**config.mk**
```make
export PLATFORM = sky130hd
export DESIGN_NAME = word_pattern_matcher_flat
export DESIGN_NICKNAME = d
export VERILOG_FILES = /design/src/rtl/core/wpm_pkg.sv /design/src/rtl/core/wpm_if.sv /design/src/rtl/core/word_pattern_matcher.sv /design/src/rtl/core/wpm_cell.sv /design/src/flat_wrapper.sv
export SDC_FILE = /design/constraint.sdc
export NUM_CORES = 1
export LEC_CHECK = 0
export ABC_AREA = 1
export BUFFER_PORTS_ARGS = -buffer_cell sky130_fd_sc_hd__buf_2
export CAP_MARGIN = 20
export CORE_ASPECT_RATIO = 1.4
export CORE_MARGIN = 2
export CORE_UTILIZATION = 45
export DETAILED_ROUTE_END_ITERATION = 8
export PLACE_DENSITY = 0.67
export SYNTH_ARGS = -nofsm -noshare
export SYNTH_HDL_FRONTEND = slang
export SYNTH_SLANG_ARGS = --single-unit
export TNS_END_PERCENT = 50
```
**constraint.sdc**
```tcl
create_clock -name clk_i -period 3.46 [get_ports clk_i]
set_input_delay 0.173 -clock clk_i [delete_from_list [all_inputs] [get_ports clk_i]]
set_output_delay 0.173 -clock clk_i [all_outputs]
set_load 0.01 [all_outputs]
```
**src/rtl/core/wpm_pkg.sv**
```systemverilog
// Shared types and constants of the word pattern matcher.
// Depends on nothing; every other file of the block imports it.
package wpm_pkg;

  // Pattern cells in the row and fixed field widths
  localparam int unsigned MaxPattern = 32;
  localparam int unsigned PatBytes   = 32;
  localparam int unsigned CharW      = 8;
  localparam int unsigned PosW       = 6;
  localparam int unsigned ModeW      = 2;
  localparam int unsigned CfgDataW   = 64;
  localparam int unsigned CfgIdxW    = 3;

  localparam logic [PosW-1:0]  PosLimit = PosW'(63);
  // Effective length compare is one bit wider so MaxPattern up to 64 fits
  localparam logic [PosW:0]    MaxLen   = (PosW+1)'(MaxPattern);

  localparam logic [CharW-1:0] ChDot   = 8'h2E;
  localparam logic [CharW-1:0] ChSlash = 8'h2F;
  localparam logic [CharW-1:0] ChSpace = 8'h20;

  typedef enum logic [ModeW-1:0] {
    ModePlain  = 2'd0,
    ModeSlash  = 2'd1,
    ModeCrypto = 2'd2
  } match_mode_e;

  typedef enum logic [CfgIdxW-1:0] {
    RegMode   = 3'd0,
    RegLength = 3'd1,
    RegCharsA = 3'd2,
    RegCharsB = 3'd3,
    RegCharsC = 3'd4,
    RegCharsD = 3'd5
  } cfg_reg_e;

  // Control broadcast from the top level to every cell
  typedef struct packed {
    logic             advance;  // a present character is taken this cycle
    logic             clear;    // the word ends this cycle
    logic [ModeW-1:0] mode;
  } cell_ctrl_t;

endpackage

```
**src/rtl/core/wpm_if.sv**
```systemverilog
// Valid/ready channel interfaces for character requests and match results.
// Depends on wpm_pkg.
interface wpm_in_if;
  import wpm_pkg::*;

  logic             valid;
  logic             ready;
  logic [CharW-1:0] word_char;
  logic             char_present;
  logic             end_of_word;

  modport source (output valid, output word_char, output char_present,
                  output end_of_word, input ready);
  modport sink   (input valid, input word_char, input char_present,
                  input end_of_word, output ready);
endinterface

interface wpm_out_if;
  logic valid;
  logic ready;
  logic matched;

  modport source (output valid, output matched, input ready);
  modport sink   (input valid, input matched, output ready);
endinterface

```
**src/rtl/core/word_pattern_matcher.sv**
```systemverilog
// Top level of the word pattern matcher: configuration, cell row, result register.
// Depends on wpm_pkg, wpm_if (wpm_in_if, wpm_out_if) and wpm_cell.
//
// Usage: words stream in on in_if, one character request per cycle if ready. Each
// request carries word_char, char_present (0 for an empty close) and
// end_of_word. On the request that ends a word, one result with the match
// bit is queued in an output register and shown on out_if the next cycle.
// Requests that do not end a word give no result.
// Throughput: one request per cycle while out_if is not stalled; the cell
// row (one cell per pattern position, compared in parallel) updates per request.
// A new request is taken while a result waits, as long as that result is
// taken in the same cycle (ready = output empty or being drained).
// When the receiver stalls, the result holds and input stops after it.
// Reset clears the mode, length and pattern to zero and the word state;
// no clearing pass is needed. Configuration is written through cfg_we_i, cfg_idx_i
// and cfg_data_i only while no word is in progress; only the user ensures that.
module word_pattern_matcher (
  input  logic                          clk_i,
  input  logic                          rst_ni,
  wpm_in_if.sink                        in_if,
  wpm_out_if.source                     out_if,
  input  logic                          cfg_we_i,
  input  logic [wpm_pkg::CfgIdxW-1:0]   cfg_idx_i,
  input  logic [wpm_pkg::CfgDataW-1:0]  cfg_data_i
);
  import wpm_pkg::*;

  // Configuration registers
  logic [ModeW-1:0]           mode_q;
  logic [PosW-1:0]            len_q;
  logic [PatBytes*CharW-1:0]  pat_q;

  always_ff @(posedge clk_i or negedge rst_ni) begin
    if (!rst_ni) begin
      mode_q <= '0;
      len_q  <= '0;
      pat_q  <= '0;
    end else if (cfg_we_i) begin
      case (cfg_reg_e'(cfg_idx_i))
        RegMode:   mode_q <= cfg_data_i[ModeW-1:0];
        RegLength: len_q  <= cfg_data_i[PosW-1:0];
        RegCharsA: pat_q[0*CfgDataW +: CfgDataW] <= cfg_data_i;
        RegCharsB: pat_q[1*CfgDataW +: CfgDataW] <= cfg_data_i;
        RegCharsC: pat_q[2*CfgDataW +: CfgDataW] <= cfg_data_i;
        RegCharsD: pat_q[3*CfgDataW +: CfgDataW] <= cfg_data_i;
        default: ;
      endcase
    end
  end

  // Effective pattern length, capped at the row size
  logic [PosW:0] len_eff;
  assign len_eff = ({1'b0, len_q} > MaxLen) ? MaxLen : {1'b0, len_q};

  // Handshake
  logic       out_valid_q, out_matched_q;
  logic       in_acc;
  logic       advance, last;
  cell_ctrl_t ctrl;

  assign in_if.ready = ~out_valid_q | out_if.ready;
  assign in_acc      = in_if.valid & in_if.ready;
  assign advance     = in_acc & in_if.char_present;
  assign last        = in_acc & in_if.end_of_word;

  assign ctrl.advance = advance;
  assign ctrl.clear   = last;
  assign ctrl.mode    = mode_q;

  // Cell row
  logic [MaxPattern:0]         fill;
  logic [MaxPattern-1:0]       conflict, agree;
  logic [CharW-1:0]            sel_pat [MaxPattern];
  logic [CharW-1:0]            cur_pat;

  assign fill[0] = 1'b1;

  for (genvar j = 0; j < MaxPattern; j++) begin : g_cell
    logic [CharW-1:0] own_pat;
    if (j < PatBytes) begin : g_pat
      assign own_pat = pat_q[j*CharW +: CharW];
    end else begin : g_zero
      assign own_pat = '0;
    end

    wpm_cell u_cell (
      .clk_i        (clk_i),
      .rst_ni       (rst_ni),
      .ctrl_i       (ctrl),
      .own_pat_i    (own_pat),
      .cur_pat_i    (cur_pat),
      .word_char_i  (in_if.word_char),
      .prev_valid_i (fill[j]),
      .valid_o      (fill[j+1]),
      .conflict_o   (conflict[j]),
      .agree_o      (agree[j]),
      .sel_pat_o    (sel_pat[j])
    );
  end

  // Pattern character of the current position, one-hot select from the row
  always_comb begin
    cur_pat = '0;
    for (int j = 0; j < MaxPattern; j++) begin
      cur_pat = cur_pat | sel_pat[j];
    end
  end

  // Word state
  logic [PosW-1:0] pos_q, pos_d;
  logic            mism_q, mism_d;
  logic            char_bad;
  logic            beyond;

  assign beyond   = {1'b0, pos_q} >= len_eff;
  assign char_bad = (mode_q == ModeCrypto) ? (|conflict) : ~(|agree);

  always_comb begin
    pos_d  = pos_q;
    mism_d = mism_q;
    if (advance) begin
      if (beyond || char_bad) begin
        mism_d = 1'b1;
      end
      if (pos_q < PosLimit) begin
        pos_d = pos_q + PosW'(1);
      end
    end
  end

  always_ff @(posedge clk_i or negedge rst_ni) begin
    if (!rst_ni) begin
      pos_q  <= '0;
      mism_q <= 1'b0;
    end else if (last) begin
      pos_q  <= '0;
      mism_q <= 1'b0;
    end else begin
      pos_q  <= pos_d;
      mism_q <= mism_d;
    end
  end

  // Result register
  always_ff @(posedge clk_i or negedge rst_ni) begin
    if (!rst_ni) begin
      out_valid_q <= 1'b0;
    end else if (last) begin
      out_valid_q <= 1'b1;
    end else if (out_if.ready) begin
      out_valid_q <= 1'b0;
    end
  end

  always_ff @(posedge clk_i) begin
    if (last) begin
      out_matched_q <= ~mism_d & ({1'b0, pos_d} == len_eff);
    end
  end

  assign out_if.valid   = out_valid_q;
  assign out_if.matched = out_matched_q;

endmodule

```
**src/rtl/core/wpm_cell.sv**
```systemverilog
// One pattern position of the matcher row: holds the word character seen there.
// Depends on wpm_pkg.
module wpm_cell (
  input  logic                        clk_i,
  input  logic                        rst_ni,
  input  wpm_pkg::cell_ctrl_t         ctrl_i,
  input  logic [wpm_pkg::CharW-1:0]   own_pat_i,
  input  logic [wpm_pkg::CharW-1:0]   cur_pat_i,
  input  logic [wpm_pkg::CharW-1:0]   word_char_i,
  input  logic                        prev_valid_i,
  output logic                        valid_o,
  output logic                        conflict_o,
  output logic                        agree_o,
  output logic [wpm_pkg::CharW-1:0]   sel_pat_o
);
  import wpm_pkg::*;

  logic             valid_q, valid_d;
  logic [CharW-1:0] wc_q, wc_d;
  logic             tok;
  logic             agree;

  // This cell is the current position when its left neighbor is filled and it is not
  assign tok = prev_valid_i & ~valid_q;

  // Wildcard compare (with slash matching space in slash mode) of the incoming character
  always_comb begin
    agree = (own_pat_i == ChDot) || (own_pat_i == word_char_i);
    if ((ctrl_i.mode == ModeSlash) && (own_pat_i == ChSlash) && (word_char_i == ChSpace)) begin
      agree = 1'b1;
    end
  end

  assign agree_o   = tok & agree;
  assign sel_pat_o = tok ? own_pat_i : '0;

  // One-to-one check: same pattern char must pair with same word char, both ways
  assign conflict_o = valid_q & ((own_pat_i == cur_pat_i) != (wc_q == word_char_i));

  // Fill mark shifts in from the left neighbor on each character
  always_comb begin
    valid_d = valid_q;
    wc_d    = wc_q;
    if (ctrl_i.advance) begin
      valid_d = prev_valid_i;
      if (tok) begin
        wc_d = word_char_i;
      end
    end
    if (ctrl_i.clear) begin
      valid_d = 1'b0;
    end
  end

  always_ff @(posedge clk_i or negedge rst_ni) begin
    if (!rst_ni) begin
      valid_q <= 1'b0;
    end else begin
      valid_q <= valid_d;
    end
  end

  always_ff @(posedge clk_i) begin
    wc_q <= wc_d;
  end

  assign valid_o = valid_q;

endmodule
```
**src/flat_wrapper.sv**
```systemverilog
// flat-port wrapper written by rule: the top's interface ports become plain ports
module word_pattern_matcher_flat import wpm_pkg::*;
  (clk_i, rst_ni, cfg_we_i, cfg_idx_i, cfg_data_i, in_if_valid, in_if_word_char, in_if_char_present, in_if_end_of_word, in_if_ready, out_if_valid, out_if_matched, out_if_ready);
  wpm_in_if in_if_i ();
  wpm_out_if out_if_i ();
  input  logic clk_i;
  input  logic rst_ni;
  input  logic cfg_we_i;
  input  logic [wpm_pkg::CfgIdxW-1:0] cfg_idx_i;
  input  logic [wpm_pkg::CfgDataW-1:0] cfg_data_i;
  input wire logic [$bits(in_if_i.valid)-1:0] in_if_valid;
  input wire logic [$bits(in_if_i.word_char)-1:0] in_if_word_char;
  input wire logic [$bits(in_if_i.char_present)-1:0] in_if_char_present;
  input wire logic [$bits(in_if_i.end_of_word)-1:0] in_if_end_of_word;
  output wire logic [$bits(in_if_i.ready)-1:0] in_if_ready;
  output wire logic [$bits(out_if_i.valid)-1:0] out_if_valid;
  output wire logic [$bits(out_if_i.matched)-1:0] out_if_matched;
  input wire logic [$bits(out_if_i.ready)-1:0] out_if_ready;
  assign in_if_i.valid = in_if_valid;
  assign in_if_i.word_char = in_if_word_char;
  assign in_if_i.char_present = in_if_char_present;
  assign in_if_i.end_of_word = in_if_end_of_word;
  assign in_if_ready = in_if_i.ready;
  assign out_if_valid = out_if_i.valid;
  assign out_if_matched = out_if_i.matched;
  assign out_if_i.ready = out_if_ready;
  word_pattern_matcher u_core (.clk_i(clk_i), .rst_ni(rst_ni), .in_if(in_if_i), .out_if(out_if_i), .cfg_we_i(cfg_we_i), .cfg_idx_i(cfg_idx_i), .cfg_data_i(cfg_data_i));
endmodule
```
# After elaboration in Yosys (flattened, before gate mapping)
# Index checks and enable logic that the tools add are counted.
dict set report classes {
  div 0
  n_eq_ne 201
  n_lt_le_gt_ge 3
  add_sub_neg 1
  n_bitwise 166
  muxes 138
  n_mul 0
  reduce_logical 140
  shifts 0
}
# op n
set op_table {}
lappend op_table {{== test 8 bit} 96}
lappend op_table {{== test 8 x 6 -> 1 bit (second input constant)} 65}
lappend op_table {{two-way mux 8 bit} 32}
lappend op_table {{bitwise OR 8 bit} 31}
lappend op_table {{two-way mux 1 bit} 102}
lappend op_table {{bitwise AND 1 bit} 99}
lappend op_table {{AND reduction 2 bit} 38}
lappend op_table {{logical AND 1 bit} 64}
lappend op_table {{OR reduction 32 bit} 2}
lappend op_table {{NOT 1 bit} 35}
lappend op_table {{logical OR 1 bit} 33}
lappend op_table {{inequality test 1 bit} 32}
lappend op_table {{two-way mux 6 bit} 4}
lappend op_table {{== test 6 x 7 -> 1 bit} 1}
lappend op_table {{greater-or-equal comparator 6 x 7 -> 1 bit} 1}
lappend op_table {{adder 6 x 1 -> 6 bit (second input constant)} 1}
lappend op_table {{== test 3 x 2 -> 1 bit (second input constant)} 2}
lappend op_table {{== test 3 bit (second input constant)} 2}
lappend op_table {{greater-than comparator 6 bit (second input constant)} 1}
lappend op_table {{less-than comparator 6 bit (second input constant)} 1}
lappend op_table {{nonzero test 2 bit} 2}
lappend op_table {{== test 3 x 1 -> 1 bit (second input constant)} 1}
lappend op_table {{zero test 3 bit} 1}
lappend op_table {{== test 2 x 1 -> 1 bit (second input constant)} 1}
lappend op_table {{other kinds (2)} 2}
dict set report totals {
  input_bits 82
  latchBits 0
  mem_count 0
  reg_bits 561
  output_inout_bits 3
  mem_bits_ro 0
  ramBits 0
}

# Logic depth before layout (Yosys ltp)
dict set report depth {
  depth_word 44
  mapped_depth 28
}

# By module
# Synthesis repeated with hierarchy kept, for this count alone.
dict set report unflattened {
  cells_unflattened 5302
  area_unflattened_um2 36244.8
}
# mod seq_area_each_um2 area_each_um2 cells_per_inst n_inst
set modules_own_cells {}
lappend modules_own_cells {wpm_cell 265.3 784.5 128 32}
lappend modules_own_cells {word_pattern_matcher 6836.6 11140.7 1206 1}

# Worst setup path before layout
# No wires, ideal clock.
dict set report synth_timing {
  path_kind {flip-flop to flip-flop}
  from {register u_core.g_cell[22].u_cell.valid_q}
  to {register u_core.out_matched_q, in the netlist u_core.out_if.matched (data pin)}
  path_slack_ns 1.010
  stages_incl_launch_ff 26
  arrival_ns 2.315
  synth_period_minus_slack_ns 2.450
  path_cell_list {dfrtp_1 > buf_4 > inv_2 > nor2_1 > nand2_1 > nand2_1 > nor2_1 > nand2_1 > nor2_4 > buf_2 > nand3b_1 > nand2_1 > nand2_1 > nor2_1 > nand3_1 > nand3_1 > nand2_1 > nor2_1 > nand2_1 > nor2_1 > nand2_1 > nand2_1 > nand2_1 > nand2_1 > nand2_1 > nor2_2}
}
dict set report synth_via {
  elab_chain_len 23
  word_cells_on_any_way 122
  cone_classes {eq/ne: 64; mux: 5; bitwise: 50; reduce/logical: 3}
}
# item line
set synth_rtl {}
lappend synth_rtl {{from (decl)} wpm_cell.sv:18} ;# logic valid_q, valid_d;
lappend synth_rtl {{from (signal assigned)} wpm_cell.sv:59} ;# valid_q <= valid_d;
lappend synth_rtl {{NOT 1 bit} wpm_cell.sv:24} ;# assign tok = prev_valid_i & ~valid_q;
lappend synth_rtl {{bitwise AND 1 bit} wpm_cell.sv:24}
lappend synth_rtl {{two-way mux 8 bit} wpm_cell.sv:35} ;# assign sel_pat_o = tok ? own_pat_i : '0;
lappend synth_rtl {{bitwise OR 8 bit (10 in a row)} word_pattern_matcher.sv:105} ;# cur_pat = cur_pat | sel_pat[j];
lappend synth_rtl {{== test 8 bit} wpm_cell.sv:38} ;# assign conflict_o = valid_q & ((own_pat_i == cur_pat_i) != (wc_q == word_char_i));
lappend synth_rtl {{inequality test 1 bit} wpm_cell.sv:38}
lappend synth_rtl {{bitwise AND 1 bit} wpm_cell.sv:38}
lappend synth_rtl {{OR reduction 32 bit} word_pattern_matcher.sv:116} ;# assign char_bad = (mode_q == ModeCrypto) ? (|conflict) : ~(|agree);
lappend synth_rtl {{two-way mux 1 bit *} word_pattern_matcher.sv:116}
lappend synth_rtl {{logical OR 1 bit *} word_pattern_matcher.sv:122} ;# if (beyond || char_bad) begin
lappend synth_rtl {{two-way mux 1 bit *} word_pattern_matcher.sv:122}
lappend synth_rtl {{two-way mux 1 bit *} word_pattern_matcher.sv:121} ;# if (advance) begin
lappend synth_rtl {{NOT 1 bit *} word_pattern_matcher.sv:157} ;# out_matched_q <= ~mism_d & ({1'b0, pos_d} == len_eff);
lappend synth_rtl {{bitwise AND 1 bit *} word_pattern_matcher.sv:157}
lappend synth_rtl {{to (signal assigned)} word_pattern_matcher.sv:157}
lappend synth_rtl {{to (decl)} word_pattern_matcher.sv:56} ;# logic out_valid_q, out_matched_q;
# Mark *: on every way between the ends. The rest lies on a longest branch, timed or not.
# A chain may end at the register's enable or synchronous reset.

# Worst setup path in the final report
dict set report layout_timing {
  from {register u_core.g_cell[21].u_cell.valid_q}
  to {register u_core.out_matched_q, in the netlist u_core.out_if.matched (data pin)}
}
dict set report layout_via {
  elab_chain_len 24
  word_cells_on_any_way 123
  cone_classes {eq/ne: 64; mux: 5; bitwise: 51; reduce/logical: 3}
}
# item line
set layout_rtl {}
lappend layout_rtl {{from (decl)} wpm_cell.sv:18}
lappend layout_rtl {{from (signal assigned)} wpm_cell.sv:59}
lappend layout_rtl {{NOT 1 bit} wpm_cell.sv:24}
lappend layout_rtl {{bitwise AND 1 bit} wpm_cell.sv:24}
lappend layout_rtl {{two-way mux 8 bit} wpm_cell.sv:35}
lappend layout_rtl {{bitwise OR 8 bit (11 in a row)} word_pattern_matcher.sv:105}
lappend layout_rtl {{== test 8 bit} wpm_cell.sv:38}
lappend layout_rtl {{inequality test 1 bit} wpm_cell.sv:38}
lappend layout_rtl {{bitwise AND 1 bit} wpm_cell.sv:38}
lappend layout_rtl {{OR reduction 32 bit} word_pattern_matcher.sv:116}
lappend layout_rtl {{two-way mux 1 bit *} word_pattern_matcher.sv:116}
lappend layout_rtl {{logical OR 1 bit *} word_pattern_matcher.sv:122}
lappend layout_rtl {{two-way mux 1 bit *} word_pattern_matcher.sv:122}
lappend layout_rtl {{two-way mux 1 bit *} word_pattern_matcher.sv:121}
lappend layout_rtl {{NOT 1 bit *} word_pattern_matcher.sv:157}
lappend layout_rtl {{bitwise AND 1 bit *} word_pattern_matcher.sv:157}
# Marked as above.

==> metrics.cfg <==
[place]
dp_slack_ns=-0.264
port_buffers=84
detailed_place.area_mm2=0.0407
place_congestion=1.10
place_hpwl_mm=121

[power]
power_uw=24500
powerDensity_mw_per_mm2=550
ir_drop_mv=0.516
p_leak_uw=0.0205

[logic_synthesis]
netlist_area_mm2=0.0353
synth_ff_type=dfrtp_1
synth_top_area_frac=0.219
yosysUniqueCellTypes=41
ys_seq_area_frac=0.434
synth_edf_count=257
syn-instance-count=4648
syn_area_per_cell_um2=7.59
yosys_register_bits=561
async_flop_share=0.542
yosys_warnings=0
yosys.area.top_type=edfxtp_1
syn-num-nets=4737
synth_area_leaders=edfxtp_1 22%, dfrtp_1 22%, nand2_1 15%, nand3_1 7.6%, xnor2_1 4.9%

[layout]
diodes=0
drive_gt1_frac=0.207
fin_util=0.572
fin_area_mm2=0.0444
layout.nets=5291
area_growth_pct=26.0
fillers=7222

[worst_setup_path]
r2r_cells=24
worst_setup_path_end_kind=flop
crit_chain=nand3_1, nand2_1, nor2_1, nand2_1, nor2_4, nand2_4, buf_6, buf_12, nand2_1, nand4_1, nor2_2, nand2_1, nand2_1, nand3_2, nand2_1, nor2_1, nand2_1, nor2_1, nand2_2, nand2_4, nand2_1, nand2_1, nand2_1, nor2_2
crit_type=flop to flop
cp_slowest_cell=dfrtp_2
cp_data_arrival_time_ns=3.82
crit_required_ns=3.87
timing.rr.end=u_core.out_if.matched$_DFFE_PP_
max_stage_delay_ns=0.49
start_kind=flop
r2r_slack_ns=0.05
path_max_fanout=7
crit_top_cell=nand2_1
reg2reg_from=u_core.g_cell[21].u_cell.valid_o$_DFFE_PN0P_

[min_path]
holdPathStages=2
min-delay-start=in_if_word_char[7]
min_to=u_core.g_cell[22].u_cell.wc_q[7]$_DFFE_PP_
holdCritPathClass=input pin to flop

[drt]
antenna_left=0
drt-pass1-iter-count=6
drc=0
totalWireLength_mm=164
post_drt_via_cell_ratio=5.78
wl_per_cell_um=26.0
via_count=36354
drt_iter0_drc=4810

[global_routing]
met1_usage=0.472
use_met3=0.0628
grt_busiest_layer=met2
track_usage=0.400
grt_pass1_wl_mm=231
grt_overflow=0
antenna_found_initial=1
grt_pass1_vias=34064
grt_util_met2=0.629
grt_max_degree=90

[die]
start_util=0.454
die_h_um=335
dieArea_mm2=0.0807
die_width_um=241
core-area_mm2=0.0777
rows=121
io_pins=85

[run_status]
status=complete, no violations

[clock_tree]
numCtsBuffers=59
cts_max_path_buffers=3
cts_root_buf=clkbuf_16
clock_latency_ns=0.68
tritoncts=built
htreeDepth=2
clkTransAtPathRegs_ns=0.06
clkSinkCount=561

[timing]
finalCritPeriodShare=0.986
finalMaxSlewViolations=0
fin_hold_ws_ns=0.0328
relSlewSlack=0.424
min_period_ns=3.41
tightest_slew_ns=0.861
hold_viol=0
setup_slack_ns=0.0501
finalSetupViolCount=0
fmax_mhz=293
skew_ns=0.0350

[run]
drv_cap=0

[cells in the final DEF, fill, tap and decap left out, types with 18 or more instances in the layout]
cell / synthesis / routed
buf_4: 19 / 529
clkinv_1: 14 / 18
edfxtp_1: 257 / 257
nand3_2: 0 / 23
nand2_2: 8 / 32
xor2_1: 107 / 107
nor2_4: 16 / 26
o22ai_1: 31 / 31
nand2_1: 1383 / 1352
buf_12: 0 / 58
buf_2: 105 / 75
or2_2: 72 / 72
nand3b_1: 56 / 56
dfrtp_1: 304 / 296
nor3_1: 72 / 72
nor2_1: 270 / 194
inv_1: 372 / 368
o21ai_0: 314 / 314
nand4_1: 149 / 149
dlygate4sd3_1: 0 / 70
nor2_2: 6 / 72
clkbuf_16: 0 / 63
nand3_1: 533 / 508
nor4_1: 32 / 32
inv_2: 65 / 62
and3b_1: 36 / 36
xnor2_1: 197 / 197
[power breakdown]
group | total, uW | switching, uW | internal, uW | leakage [uW]
logic | 8860 | 5410 | 3460 | 0.0133
registers | 8510 | 924 | 7590 | 0.00617
clock network | 7090 | 2940 | 4150 | 0.00102
[synth_stat cells, drive strengths merged, types with 7 or more instances]
cell / n
nand3: 533
nor4: 32
buf: 148
nand4: 149
xor2: 107
dfrtp: 304
o22ai: 31
o21ai: 314
xnor2: 197
nor3b: 13
and3b: 36
clkinv: 14
nand2: 1392
a221oi: 11
o31ai: 13
nor3: 72
clkbuf: 108
ha: 7
and3: 17
nor2: 293
edfxtp: 257
a21oi: 17
nand3b: 56
inv: 438
or2: 72
[worst max-delay path by stage]
stage | start | to | slack [ns] | cells after the start
after global routing | u_core.g_cell[1].u_cell.valid_o$_DFFE_PN0P_ | u_core.out_if.matched$_DFFE_PP_ | -0.005 | 27
after global placement | u_core.g_cell[29].u_cell.valid_o$_DFFE_PN0P_ | u_core.out_if.matched$_DFFE_PP_ | -0.26 | 26
after floorplan | u_core.g_cell[22].u_cell.valid_o$_DFFE_PN0P_ | u_core.out_if.matched$_DFFE_PP_ | 1.01 | 25
after detailed placement | u_core.g_cell[11].u_cell.valid_o$_DFFE_PN0P_ | u_core.out_if.matched$_DFFE_PP_ | -0.26 | 26
final | u_core.g_cell[21].u_cell.valid_o$_DFFE_PN0P_ | u_core.out_if.matched$_DFFE_PP_ | 0.05 | 24
after CTS | u_core.g_cell[22].u_cell.valid_o$_DFFE_PN0P_ | u_core.out_if.matched$_DFFE_PP_ | 0.009 | 26
[cell type report]
class	count	area, um2	area share
Multi-Input combinational cell	3379	17500	0.393
Sequential cell	561	15300	0.345
Timing Repair Buffer	749	6490	0.146
Inverter	452	1720	0.0386
Clock buffer	78	1640	0.0368
Tap cell	1045	1310	0.0294
Clock inverter	31	479	0.0108
[sequential cells by signal, indices dropped and copies added (netlist names)]
name / cells
u_core.mism_q: 1
u_core.len_q: 6
u_core.out_if.matched: 1
u_core.g_cell.u_cell.valid_o: 32
u_core.mode_q: 2
u_core.pos_q: 6
u_core.out_if.valid: 1
u_core.pat_q: 256
u_core.g_cell.u_cell.wc_q: 256
[cells by family (layout without fill, tap and decap cells)]
family          Yosys count  count (layout)  share of synthesized area
buf+inv                 708            1310                     0.0841
fa+ha+maj                 7               7                    0.00248
xor+xnor                304             304                     0.0755
compound gates          399             399                     0.0609
simple gates           2669            2669                      0.343
flops                   561             561                      0.434
[metrics by stage]
step           cells  TNS (ns)
2_1_floorplan   4648         0
6_report        6295         0
3_3_place_gp    6077    -0.439
3_5_place_dp    6077    -0.442
5_1_grt         6295  -0.00481
4_1_cts         6260         0
[critical path, delay by kind of cell (launching register included)]
family / cells / cell delay [ns]
AND/OR/NAND/NOR: 22 / 2.35
buffers and inverters: 2 / 0.28
flip-flops: 1 / 0.49
[routing by layer]
metal | routed length [um] | part of all wire | vias to the layer above
met5 | 10 | 0.000061 | -
met4 | 18500 | 0.11 | 2
met3 | 13200 | 0.081 | 770
met2 | 73100 | 0.45 | 2134
met1 | 58900 | 0.36 | 17110
li1 | - | - | 16338
[timing repair]
| action | 4_1_cts | 5_1_grt |
|---|---|---|
| setup buffers | 3 | 33 |
| resized for setup | 56 | 124 |
| pin swaps | 9 | 58 |
| endpoints found under the setup margin | 2 | 2 |
| gates cloned | 1 | 4 |
| hold buffers | 70 | 0 |
| hold endpoints to repair | 464 | 0 |
Power figures use the tool's default switching activity.
